<file path="config.mk">
export PLATFORM = sky130hd
export DESIGN_NAME = fbr_out_fifo
export DESIGN_NICKNAME = d
export VERILOG_FILES = /design/src/hw/rtl/fbr_pkg.sv /design/src/hw/rtl/fbr_out_fifo.sv
export SDC_FILE = /design/constraint.sdc
export NUM_CORES = 2
export LEC_CHECK = 0
export BUFFER_PORTS_ARGS = -buffer_cell sky130_fd_sc_hd__buf_2
export CAP_MARGIN = 20
export CORE_MARGIN = 10
export CORE_UTILIZATION = 55
export CTS_CLUSTER_SIZE = 12
export DETAILED_ROUTE_END_ITERATION = 8
export GPL_TIMING_DRIVEN = 0
export PLACE_DENSITY = 0.83
export SYNTH_ARGS = -nofsm -noshare
export SYNTH_HDL_FRONTEND = slang
export SYNTH_SLANG_ARGS = --single-unit
</file>
<file path="constraint.sdc">
create_clock -name clock -period 5.8 [get_ports clock]
set_clock_uncertainty 0.15 [all_clocks]
set_input_delay 0.58 -clock clock [delete_from_list [all_inputs] [get_ports clock]]
set_output_delay 0.58 -clock clock [all_outputs]
set_load 0.05 [all_outputs]
</file>
<file path="src/hw/rtl/fbr_pkg.sv">
package fbr_pkg;

   // Default sizes of the weight and bias stores.
   localparam int MAX_INNER_DEF   = 64;
   localparam int MAX_COLUMNS_DEF = 32;

   // Fixed field widths.
   localparam int OP_W     = 2;
   localparam int INNER_W  = 6;
   localparam int COL_W    = 5;
   localparam int VAL_W    = 16;
   localparam int RES_W    = 15;
   localparam int ISIZE_W  = 7;
   localparam int OSIZE_W  = 6;
   localparam int ACC_W    = 40;
   localparam int PROD_W   = 2 * VAL_W;
   localparam int SUM_W    = ACC_W + 1;
   localparam int ADDR_W   = 3;
   localparam int DATA_W   = 32;

   localparam logic [ISIZE_W-1:0] INNER_SIZE_RST = ISIZE_W'(64);
   localparam logic [OSIZE_W-1:0] OUT_SIZE_RST   = OSIZE_W'(32);

   // Register select, taken from paddr bit 2.
   localparam logic REG_INNER_SIZE = 1'b0;
   localparam logic REG_OUT_SIZE   = 1'b1;

   localparam logic signed [ACC_W-1:0] ACC_MAX = {1'b0, {(ACC_W-1){1'b1}}};
   localparam logic signed [ACC_W-1:0] ACC_MIN = {1'b1, {(ACC_W-1){1'b0}}};

   typedef enum logic [OP_W-1:0] {
      OP_BIAS   = 2'd0,
      OP_WEIGHT = 2'd1,
      OP_ACT    = 2'd2
   } op_type;

   // Word that travels down the cell chain.
   typedef struct packed {
      logic                    valid;
      op_type                  op;
      logic [INNER_W-1:0]      k;
      logic [COL_W-1:0]        col;
      logic signed [VAL_W-1:0] value;
      logic                    act;   // activation inside the row
      logic                    fin;   // activation with the final inner index
   } tok_type;

   typedef struct packed {
      logic [COL_W-1:0] column;
      logic [RES_W-1:0] result;
      logic             last;
   } res_type;

   // Result lane between cells.
   typedef struct packed {
      logic    valid;
      res_type res;
   } lane_type;

endpackage

</file>
<file path="src/hw/rtl/fbr_out_fifo.sv">
module fbr_out_fifo import fbr_pkg::*; #(
   parameter int DEPTH = 2 * MAX_COLUMNS_DEF,
   localparam int PW   = (DEPTH > 1) ? $clog2(DEPTH) : 1,
   localparam int LW   = $clog2(DEPTH + 1)
) (
   input  logic          clock,
   input  logic          reset,
   input  logic          push,
   input  res_type       push_data,
   output logic          out_valid,
   input  logic          out_ready,
   output res_type       out_data,
   output logic [LW-1:0] level
);

   res_type       mem [DEPTH];
   logic [PW-1:0] wr_ff, wr_in;
   logic [PW-1:0] rd_ff, rd_in;
   logic [LW-1:0] cnt_ff, cnt_in;
   logic          ov_ff, ov_in;
   res_type       out_ff;
   logic          load;

   assign load = (cnt_ff != '0) && (!ov_ff || out_ready);

   always_comb begin
      wr_in = wr_ff;
      rd_in = rd_ff;
      if (push) begin
         wr_in = (wr_ff == PW'(DEPTH - 1)) ? '0 : wr_ff + 1'b1;
      end
      if (load) begin
         rd_in = (rd_ff == PW'(DEPTH - 1)) ? '0 : rd_ff + 1'b1;
      end
      cnt_in = cnt_ff + LW'(push) - LW'(load);
      if (load) begin
         ov_in = 1'b1;
      end else if (out_ready) begin
         ov_in = 1'b0;
      end else begin
         ov_in = ov_ff;
      end
   end

   always_ff @(posedge clock) begin
      if (push) begin
         mem[wr_ff] <= push_data;
      end
      if (load) begin
         out_ff <= mem[rd_ff];
      end
   end

   always_ff @(posedge clock) begin
      if (reset) begin
         wr_ff  <= '0;
         rd_ff  <= '0;
         cnt_ff <= '0;
         ov_ff  <= 1'b0;
      end else begin
         wr_ff  <= wr_in;
         rd_ff  <= rd_in;
         cnt_ff <= cnt_in;
         ov_ff  <= ov_in;
      end
   end

   assign out_valid = ov_ff;
   assign out_data  = out_ff;
   assign level     = cnt_ff;

endmodule

</file>
==> metrics.cfg <==
[worst_setup_path]
crit_path_start_kind = flop
crit_type = flop to flop
r2r-start = rd_ff[2]
r2r_setup_slack_ps = 1500
crit_start = rd_ff[2]
cp.arrival_ps = 4600
worstSetupEndpointType = flop
cp.required_ps = 6100
crit_fanout = 10

[global_routing]
grt_max_degree = 65
grt_pass1_wl_microns = 200000
grt_pass1_vias = 28500
gr-total-overflow = 0
antenna_found_initial = 12
grt_use_total_pct = 25.5

[worst_hold_path]
hold_start = reset
min-delay-path-class = input port to flop

[finish]
drive_gt1_share_pct = 26.3
fillers = 5923
fin_cells = 4113
syn_to_final_growth_pct = 14.5
nets = 2800
fin_area_sq_um = 60900
final_util_pct = 63.3

[place]
placedCellCount = 3883
io_buffer_count = 53
place_congestion = 0.996
dp_hpwl_microns = 87500
place_area_sq_um = 56600

[synth]
syn_area_per_cell_sq_um = 21.5
synth-seq-cells = 1385
yosysUniqueCellTypes = 50
yosysSeqAreaShare_pct = 77.8
ys_warn_count = 0
async_reset_ff_share_pct = 0
synth_fp_nets = 2513
syn_inst = 2476
ys.flop_type = edfxtp_1
synth_edf_count = 1365
mappedNetlistArea_sq_um = 53200

[sta]
post-route-min-period_ps = 4300
drv_slew = 0
hold_viol = 0
rsz0062_at_grt = no
setup_viol = 0
fmax_mhz = 233
tightest_slew_ps = 1130
finalCritPeriodShare_pct = 74.1
setup_tns_ps = 0
slew_headroom_pct = 23.9

[die]
num_io_pins = 54
die_h_microns = 331
dieArea_sq_um = 110000
rows = 114
core_sq_um = 96300
die_w_microns = 331
start_util_pct = 55.3

[detailed_routing]
num_vias = 28100
wl_per_cell_microns = 33.9
viasPerCell = 6.83
drc_errors = 0
postRouteAntennaNets = 0
drt_iter0_drc = 4479
dr.pass1.iters = 6
wl_microns = 140000

[power_and_ir_drop]
p_leak_nw = 18.8
cellPowerDensity_nw_per_um2 = 393
vdd_ir_drop_max_v = 0.000361

[clock_network]
worstSkewPairLatency_ps = 760
clk_pin_slew_ps = 60
cts_buffers = 140
cts.repair.resized = 0
tritoncts = done
cts.path.max_buffers = 3
htreeDepth = 4
cts_root_buf = clkbuf_16
clkSinkCount = 1385

[run_status]
status = finished, final reports clean

[run]
cap_violations = 0

==> placed cells by master, fill, tap and decap left out, drive strengths merged, types with 20 or more instances in the layout <==
cell,instances
clkinv,22
o221ai,21
o21ai,23
edfxtp,1365
o22ai,63
clkbuf,238
nor3,27
buf,234
dfxtp,20
a211oi,57
nor2b,24
nor2,87
mux2i,143
mux4,267
a22oi,30
==> state kept, by name, summed over array words and instances (netlist names) <==
register	flops
level	7
out_valid	1
rd_ff	6
wr_ff	6
mem	1344
out_data	21
==> power by group <==
| part | internal, mW | total, mW | leakage, nW | switching [mW] |
|---|---|---|---|---|
| Clock | 4.64 | 8.29 | 1.98 | 3.65 |
| Sequential | 11.2 | 11.3 | 12.5 | 0.0966 |
| Combinational | 1.69 | 4.38 | 4.39 | 2.69 |
==> critical path: stages, from the launching register on <==
cell	delay [ps]
dfxtp_1	480
buf_2	430
buf_2	430
buf_1	820
mux4_2	460
mux2i_1	230
o21ai_0	350
or3_1	630
==> final cells by class <==
type                       instances  area (sq um)  area share, %
inverter                          11          41.3         0.0678
sequential                      1385         41400           67.9
multi-input combinational        934         11100           18.2
clock buffer                     183          3760           6.17
tap                             1276          1600           2.62
buffer                           146           853           1.40
antenna                            2          5.00        0.00821
timing repair buffer             145          1880           3.08
clock inverter                    31           312          0.511
==> stage by stage <==
| step | hold slack, ps | setup slack (ps) | power [mW] |
|---|---|---|---|
| after floorplan | 431 | 1720 | 14.3 |
| after global placement | 336 | 941 | 15.5 |
| after detailed placement | 339 | 1750 | 15.7 |
| after CTS | 8.83 | 1670 | 23.9 |
| after global routing | 44.0 | 1520 | 24.5 |
| final | 45.0 | 1500 | 23.9 |
==> cells by family (layout without fill, tap and decap cells) <==
kind of cell    count (synthesis)  in the layout  synth area share (%)
xor+xnor                       13             13                 0.214
flops                        1385           1385                  77.8
compound gates                270            270                  3.69
other cells                     0              2                     0
buf+inv                       157            516                  1.68
simple gates                  211            211                  1.96
fa+ha+maj                      12             12                 0.296
mux                           428            428                  14.4
==> routing by layer <==
metal	up-vias	GRT usage [%]	part of all wire, %
met5	-	0	0.033
met4	8	14.0	5.9
met3	448	7.12	13
met2	2292	39.9	48
met1	14400	32.3	33
li1	10900	-	-
==> cell usage after synthesis (all sizes together), types with 20 or more instances <==
cell | count | area (sq um)
nor2 | 87 | 327
buf | 91 | 646
nor3 | 27 | 155
o21ai | 23 | 115
nor2b | 24 | 150
o221ai | 21 | 184
a22oi | 30 | 225
mux4 | 267 | 6020
clkbuf | 55 | 206
a211oi | 57 | 453
mux2i | 143 | 1430
edfxtp | 1365 | 41000
dfxtp | 20 | 400
o22ai | 63 | 394
==> final timing paths <==
kind,to,depth (start not counted)
max,out_data[19],7
min,level[6],2
max reg2reg,out_data[19],7
min reg2reg,out_valid,2
==> repair_timing <==
item / CTS / global route
hold buffers: 1 / 0
hold endpoints to repair: 1 / 0
setup buffers: 0 / 0
Power figures use the tool's default switching activity.
