===== config.mk =====
export PLATFORM = sky130hd
export DESIGN_NAME = fbr_cell
export DESIGN_NICKNAME = d
export VERILOG_FILES = /design/src/hw/rtl/fbr_pkg.sv /design/src/hw/rtl/fbr_cell.sv
export SDC_FILE = /design/constraint.sdc
export NUM_CORES = 2
export LEC_CHECK = 0
export ABC_AREA = 0
export ABC_CLOCK_PERIOD_IN_PS = 17150
export BUFFER_PORTS_ARGS = -buffer_cell sky130_fd_sc_hd__buf_2
export CORE_MARGIN = 2
export CORE_UTILIZATION = 45
export CTS_BUF_LIST = sky130_fd_sc_hd__clkbuf_8
export CTS_CLUSTER_DIAMETER = 30
export DETAILED_ROUTE_END_ITERATION = 6
export PLACE_DENSITY = 0.63
export SLEW_MARGIN = 0
export SYNTH_ARGS = -nofsm -noshare
export SYNTH_HDL_FRONTEND = slang
export SYNTH_SLANG_ARGS = --single-unit

===== constraint.sdc =====
create_clock -name clock -period 17.15 [get_ports clock]
set_input_delay 3.43 -clock clock [delete_from_list [all_inputs] [get_ports clock]]
set_output_delay 3.43 -clock clock [all_outputs]
set_load 0.02 [all_outputs]

===== src/hw/rtl/fbr_pkg.sv =====
package fbr_pkg;

   // Default sizes of the weight and bias stores.
   localparam int MAX_INNER_DEF   = 64;
   localparam int MAX_COLUMNS_DEF = 32;

   // Fixed field widths.
   localparam int OP_W     = 2;
   localparam int INNER_W  = 6;
   localparam int COL_W    = 5;
   localparam int VAL_W    = 16;
   localparam int RES_W    = 15;
   localparam int ISIZE_W  = 7;
   localparam int OSIZE_W  = 6;
   localparam int ACC_W    = 40;
   localparam int PROD_W   = 2 * VAL_W;
   localparam int SUM_W    = ACC_W + 1;
   localparam int ADDR_W   = 3;
   localparam int DATA_W   = 32;

   localparam logic [ISIZE_W-1:0] INNER_SIZE_RST = ISIZE_W'(64);
   localparam logic [OSIZE_W-1:0] OUT_SIZE_RST   = OSIZE_W'(32);

   // Register select, taken from paddr bit 2.
   localparam logic REG_INNER_SIZE = 1'b0;
   localparam logic REG_OUT_SIZE   = 1'b1;

   localparam logic signed [ACC_W-1:0] ACC_MAX = {1'b0, {(ACC_W-1){1'b1}}};
   localparam logic signed [ACC_W-1:0] ACC_MIN = {1'b1, {(ACC_W-1){1'b0}}};

   typedef enum logic [OP_W-1:0] {
      OP_BIAS   = 2'd0,
      OP_WEIGHT = 2'd1,
      OP_ACT    = 2'd2
   } op_type;

   // Word that travels down the cell chain.
   typedef struct packed {
      logic                    valid;
      op_type                  op;
      logic [INNER_W-1:0]      k;
      logic [COL_W-1:0]        col;
      logic signed [VAL_W-1:0] value;
      logic                    act;   // activation inside the row
      logic                    fin;   // activation with the final inner index
   } tok_type;

   typedef struct packed {
      logic [COL_W-1:0] column;
      logic [RES_W-1:0] result;
      logic             last;
   } res_type;

   // Result lane between cells.
   typedef struct packed {
      logic    valid;
      res_type res;
   } lane_type;

endpackage


===== src/hw/rtl/fbr_cell.sv =====
module fbr_cell import fbr_pkg::*; #(
   parameter int MAX_INNER   = MAX_INNER_DEF,
   parameter int MAX_COLUMNS = MAX_COLUMNS_DEF,
   parameter int COL_ID      = 0,
   localparam int NN_W       = $clog2(MAX_COLUMNS + 1),
   localparam int IW         = (MAX_INNER > 1) ? $clog2(MAX_INNER) : 1
) (
   input  logic            clock,
   input  logic            reset,
   input  logic [NN_W-1:0] nn,
   input  tok_type         prev_tok,
   output tok_type         next_tok,
   input  lane_type        prev_lane,
   output lane_type        next_lane
);

   logic [VAL_W-1:0]        wmem [MAX_INNER];
   logic signed [VAL_W-1:0] rdata_ff;
   logic signed [VAL_W-1:0] bias_ff;
   tok_type                 s0_ff;
   tok_type                 s1_ff;
   logic signed [PROD_W-1:0] prod_ff, prod_in;
   logic signed [ACC_W-1:0] acc_ff, acc_in;
   logic signed [SUM_W-1:0] acc_sum;
   logic signed [SUM_W-1:0] sum_ff, sum_in;
   logic                    emit2_ff, emit2_in;
   logic                    emit3_ff;
   lane_type                lane_ff, lane_in;
   logic                    hit;
   logic                    col_on;
   logic                    mac;
   logic [SUM_W-1:0]        rnd;
   logic [RES_W-1:0]        res_val;

   assign hit    = prev_tok.valid && (int'(prev_tok.col) == COL_ID);
   assign col_on = COL_ID < int'(nn);

   // Weight column of this cell: one write and one registered read per cycle.
   always_ff @(posedge clock) begin
      if (hit && prev_tok.op == OP_WEIGHT && int'(prev_tok.k) < MAX_INNER) begin
         wmem[IW'(prev_tok.k)] <= prev_tok.value;
      end
      rdata_ff <= wmem[IW'(prev_tok.k)];
   end

   always_ff @(posedge clock) begin
      if (hit && prev_tok.op == OP_BIAS) begin
         bias_ff <= prev_tok.value;
      end
   end

   assign prod_in = s0_ff.value * rdata_ff;
   assign mac     = s1_ff.valid && s1_ff.act && col_on;
   assign acc_sum = SUM_W'(acc_ff) + SUM_W'(prod_ff);

   always_comb begin
      if (emit2_ff) begin
         acc_in = '0;
      end else if (mac) begin
         if (acc_sum[SUM_W-1] != acc_sum[SUM_W-2]) begin
            acc_in = acc_sum[SUM_W-1] ? ACC_MIN : ACC_MAX;
         end else begin
            acc_in = acc_sum[ACC_W-1:0];
         end
      end else begin
         acc_in = acc_ff;
      end
   end

   // The end of a row clears the sum in every cell, including the inactive ones.
   assign emit2_in = s1_ff.valid && s1_ff.fin;
   assign sum_in   = SUM_W'(acc_ff) + (SUM_W'(bias_ff) <<< 8);

   // Round the Q.16 sum to unsigned Q7.8, clip negatives to zero and saturate the top.
   always_comb begin
      rnd = unsigned'(sum_ff) + SUM_W'(128);
      if (sum_ff[SUM_W-1] || sum_ff == '0) begin
         res_val = '0;
      end else if (|rnd[SUM_W-1:RES_W+8]) begin
         res_val = '1;
      end else begin
         res_val = rnd[RES_W+7:8];
      end
   end

   always_comb begin
      if (emit3_ff && col_on) begin
         lane_in.valid      = 1'b1;
         lane_in.res.column = COL_W'(COL_ID);
         lane_in.res.result = res_val;
         lane_in.res.last   = (COL_ID == int'(nn) - 1);
      end else begin
         lane_in = prev_lane;
      end
   end

   always_ff @(posedge clock) begin
      if (reset) begin
         s0_ff.valid   <= 1'b0;
         s1_ff.valid   <= 1'b0;
         emit2_ff      <= 1'b0;
         emit3_ff      <= 1'b0;
         lane_ff.valid <= 1'b0;
         acc_ff        <= '0;
      end else begin
         s0_ff    <= prev_tok;
         s1_ff    <= s0_ff;
         emit2_ff <= emit2_in;
         emit3_ff <= emit2_ff;
         lane_ff  <= lane_in;
         acc_ff   <= acc_in;
      end
   end

   always_ff @(posedge clock) begin
      prod_ff <= prod_in;
      sum_ff  <= sum_in;
   end

   // A word passes the s0_ff and s1_ff registers of each cell while a result passes only lane_ff,
   // so results of successive columns reach the end of the lane on successive cycles without meeting.
   assign next_tok  = s1_ff;
   assign next_lane = lane_ff;

endmodule


==> run summary <==
run status -> completed
Fin Clk Skew -> 94.7 ps
DP Wirelength -> 94.3 mm
worst hold path type -> register to register
Pint -> 7820 uW
Pleak -> 0.0244 uW
switch share -> 0.368
Fillers -> 10,800
die area -> 131,000 um2
Slowest cell on crit path -> dfxtp_1
Post-Syn Nets -> 4,623
initial core utilization -> 0.454
Placed Area -> 60,700 um2
fin nets -> 4,926
Chip Width -> 363 um
M1 WL -> 62.3 mm
cts bufs inserted -> 274
H-tree depth -> 5
Switch Pwr -> 4550 uW
Reg power frac -> 0.292
clk sinks -> 1,257
final hold viol count -> 0
setup tns final -> 0 ps
CTS Hold Bufs -> 0
register area -> 36,400 um2
Max Fclk -> 0.146 GHz
worst slew pin tran -> 1150 ps
routed wl met2 -> 75.3 mm
Top FF cell, synth -> edfxtp_1
Post-Synthesis Cell Area -> 57,900 um2
crit start category -> register
Hold Startpoint -> acc_ff[2]
row count -> 131
largest net degree at the start of global routing -> 106
RSZ-0062 raised after global routing -> no
yosys warns -> 0
Routed Antenna Nets -> 0
Seq/Total Area, Yosys -> 0.629
# setup viols final -> 0
multi-input logic area -> 19,500 um2
Worst Setup SP -> rdata_ff[1]
Port Buffers -> 115
CTS tree -> yes
clock network power share -> 0.268
clock insertion delay at the later pin of the skew report -> 960 ps
Die Y -> 363 um
Post-CTS Setup Bufs -> 0
worst-path cell chain -> nand2_1 -> inv_1 -> fa_1 -> fa_1 -> inv_1 -> fa_1 -> fa_1 -> inv_1 -> fa_1 -> inv_1 -> fa_1 -> inv_1 -> ha_1 -> a21o_1 -> a21o_1 -> o41a_1 -> a211oi_1 -> a21oi_1 -> xnor2_1
number of synthesized flops with an enable pin -> 1,123
Worst EP required -> 17,920 ps
Logic pwr share -> 0.440
Yosys cell types -> 81
Worst Path Buf+Inv -> 5
R2R Path Start -> rdata_ff[1]
Final Critical Period -> 6870 ps
total power -> 12,400 uW
Max Root-Sink Buffers -> 4
Tot GR Track Use -> 0.237
via density per instance -> 5.82
gpl congestion -> 0.888
Routed Wire Length -> 156 mm
area of the core -> 128,000 um2
Post-CTS Resized -> 0
Pwr Density -> 187 nW/um2
initial DRC count -> 3,421
vias in the first global route -> 37,300
max cap viols -> 0
vias -> 36,600
uppermost layer routed -> met5
initial antenna violation count -> 10
share of layout cells above drive strength 1 -> 0.138
met3 wire len -> 11.6 mm
WL/cell -> 24.8 um
VDD IR max -> 0.433 mV
Syn Inst Count -> 4,142
Slew Limit Fails -> 0
Setup CP Type -> register to register
most frequent CP cell -> fa_1
grt ovf -> 0
Final Instance Area -> 66,300 um2
CP max FO -> 16
flops & latches, synth -> 1,257
DRC viols -> 0
synthesized area per cell -> 14.0 um2
ys async rst share -> 0
Clock transition at path regs -> 60 ps
Crit. End Element -> register
first-pass GRT wire length -> 232 mm
root buf cell -> clkbuf_8
max incr delay on CP -> 840 ps
fin crit share -> 0.400
Top delay family on crit path -> adder cells
Ports -> 116
Pre-Repair DR Iteration Count -> 5
max_slew headroom -> 0.232
P&R area growth vs syn -> 14.5%
Data arrival, critical path -> 7630 ps
-- cells in the mapped netlist, drive strengths merged (114+ instances only) --
| master | count | area share |
|---|---|---|
| a22oi | 329 | 0.043 |
| nand2 | 227 | 0.015 |
| clkbuf | 160 | 0.010 |
| dfxtp | 134 | 0.046 |
| fa | 264 | 0.091 |
| a21oi | 177 | 0.015 |
| o21ai | 114 | 0.0099 |
| inv | 329 | 0.021 |
| edfxtp | 1123 | 0.58 |
| and2 | 137 | 0.015 |
| ha | 155 | 0.034 |
| nor2 | 178 | 0.012 |
-- cell type report --
cell class / count / share of cell area
Multi-Input combinational cell: 2356 / 0.294
Timing Repair Buffer: 227 / 0.0221
Clock inverter: 170 / 0.0230
Antenna cell: 4 / 0.000151
Tap cell: 1662 / 0.0314
Sequential cell: 1257 / 0.549
Inverter: 329 / 0.0187
Clock buffer: 293 / 0.0609
-- per-stage QoR --
| stage | hold slack (ps) | worst slack [ps] | utilization | instances |
|---|---|---|---|---|
| final | 325 | 10280 | 0.520 | 6298 |
| after global routing | 330 | 9920 | 0.519 | 6295 |
| after CTS | 318 | 10250 | 0.519 | 6294 |
| after detailed placement | 365 | 10110 | 0.476 | 5831 |
| after global placement | 361 | 10190 | 0.476 | 5831 |
| after floorplan | 350 | 10970 | - | 4142 |
-- cell families (layout without fill, tap and decap cells) --
family,count (synthesis),count (layout),synth area share
compound gates,1034,1034,0.125
buf+inv,529,1019,0.0347
xor+xnor,117,117,0.0177
fa+ha+maj,429,429,0.127
simple gates,773,773,0.0661
other cells,0,4,0
flops,1257,1257,0.629
mux,3,3,0.000519
-- layer usage --
metal | GRT usage | up-vias
li1 | - | 16200
met1 | 0.299 | 18600
met2 | 0.388 | 1471
met3 | 0.0539 | 383
met4 | 0.112 | 10
met5 | 0 | -
-- path summary, 6_finish.rpt --
kind                            slack (ps)           to  depth (start not counted)
worst max register to register       10280  prod_ff[31]                         19
worst max-delay path                 10280  prod_ff[31]                         19
worst min register to register         330    sum_ff[2]                          0
worst min-delay path                   330    sum_ff[2]                          0
-- layout by cell type, fill, tap and decap left out, drive strengths merged, types with 6 or more instances in the layout --
master,Yosys,final
edfxtp,1123,1123
inv,329,386
a22oi,329,329
clkbuf,160,293
fa,264,264
nand2,227,227
buf,40,227
nor2,178,178
a21oi,177,177
ha,155,155
and2,137,137
dfxtp,134,134
o21ai,114,114
a31oi,98,98
a22o,93,93
a221oi,93,93
xnor2,77,77
clkinv,0,70
nand4,62,62
nand3,51,51
xor2,40,40
a21o,33,33
bufinv,0,28
nor4,21,21
nor3,20,20
o21a,15,15
clkinvlp,0,15
and3,14,14
nand2b,13,13
a211oi,13,13
o21bai,12,12
nor2b,12,12
o211ai,11,11
maj3,10,10
and4,7,7
nor3b,7,7
o31a,6,6
or3,6,6
-- worst register-to-register path, stage by stage, from the launching register on --
cell	delay [ps]
dfxtp_1	840
nand2_1	240
inv_1	180
fa_1	560
fa_1	830
inv_1	150
fa_1	440
fa_1	540
inv_1	50
fa_1	530
inv_1	50
fa_1	470
inv_1	40
ha_1	320
a21o_1	210
a21o_1	200
o41a_1	430
a211oi_1	350
a21oi_1	130
xnor2_1	140
-- sequential cells by signal, indices dropped and copies added, names as in the netlist --
signal     count
acc_ff        40
bias_ff       16
emit2_ff       1
emit3_ff       1
next_lane     22
next_tok      32
prod_ff       32
rdata_ff      16
s0_ff         32
sum_ff        41
wmem        1024
-- power by group through the flow --
stage                     sequential, uW  combinational [uW]  clock [uW]
after floorplan                     3600                4230           0
after global placement              3670                5430           0
after detailed placement            3670                5510           0
after CTS                           3610                5550        3370
after global routing                3610                6240        3520
final                               3610                5450        3320
No activity file was read; power rests on OpenSTA's default activity.
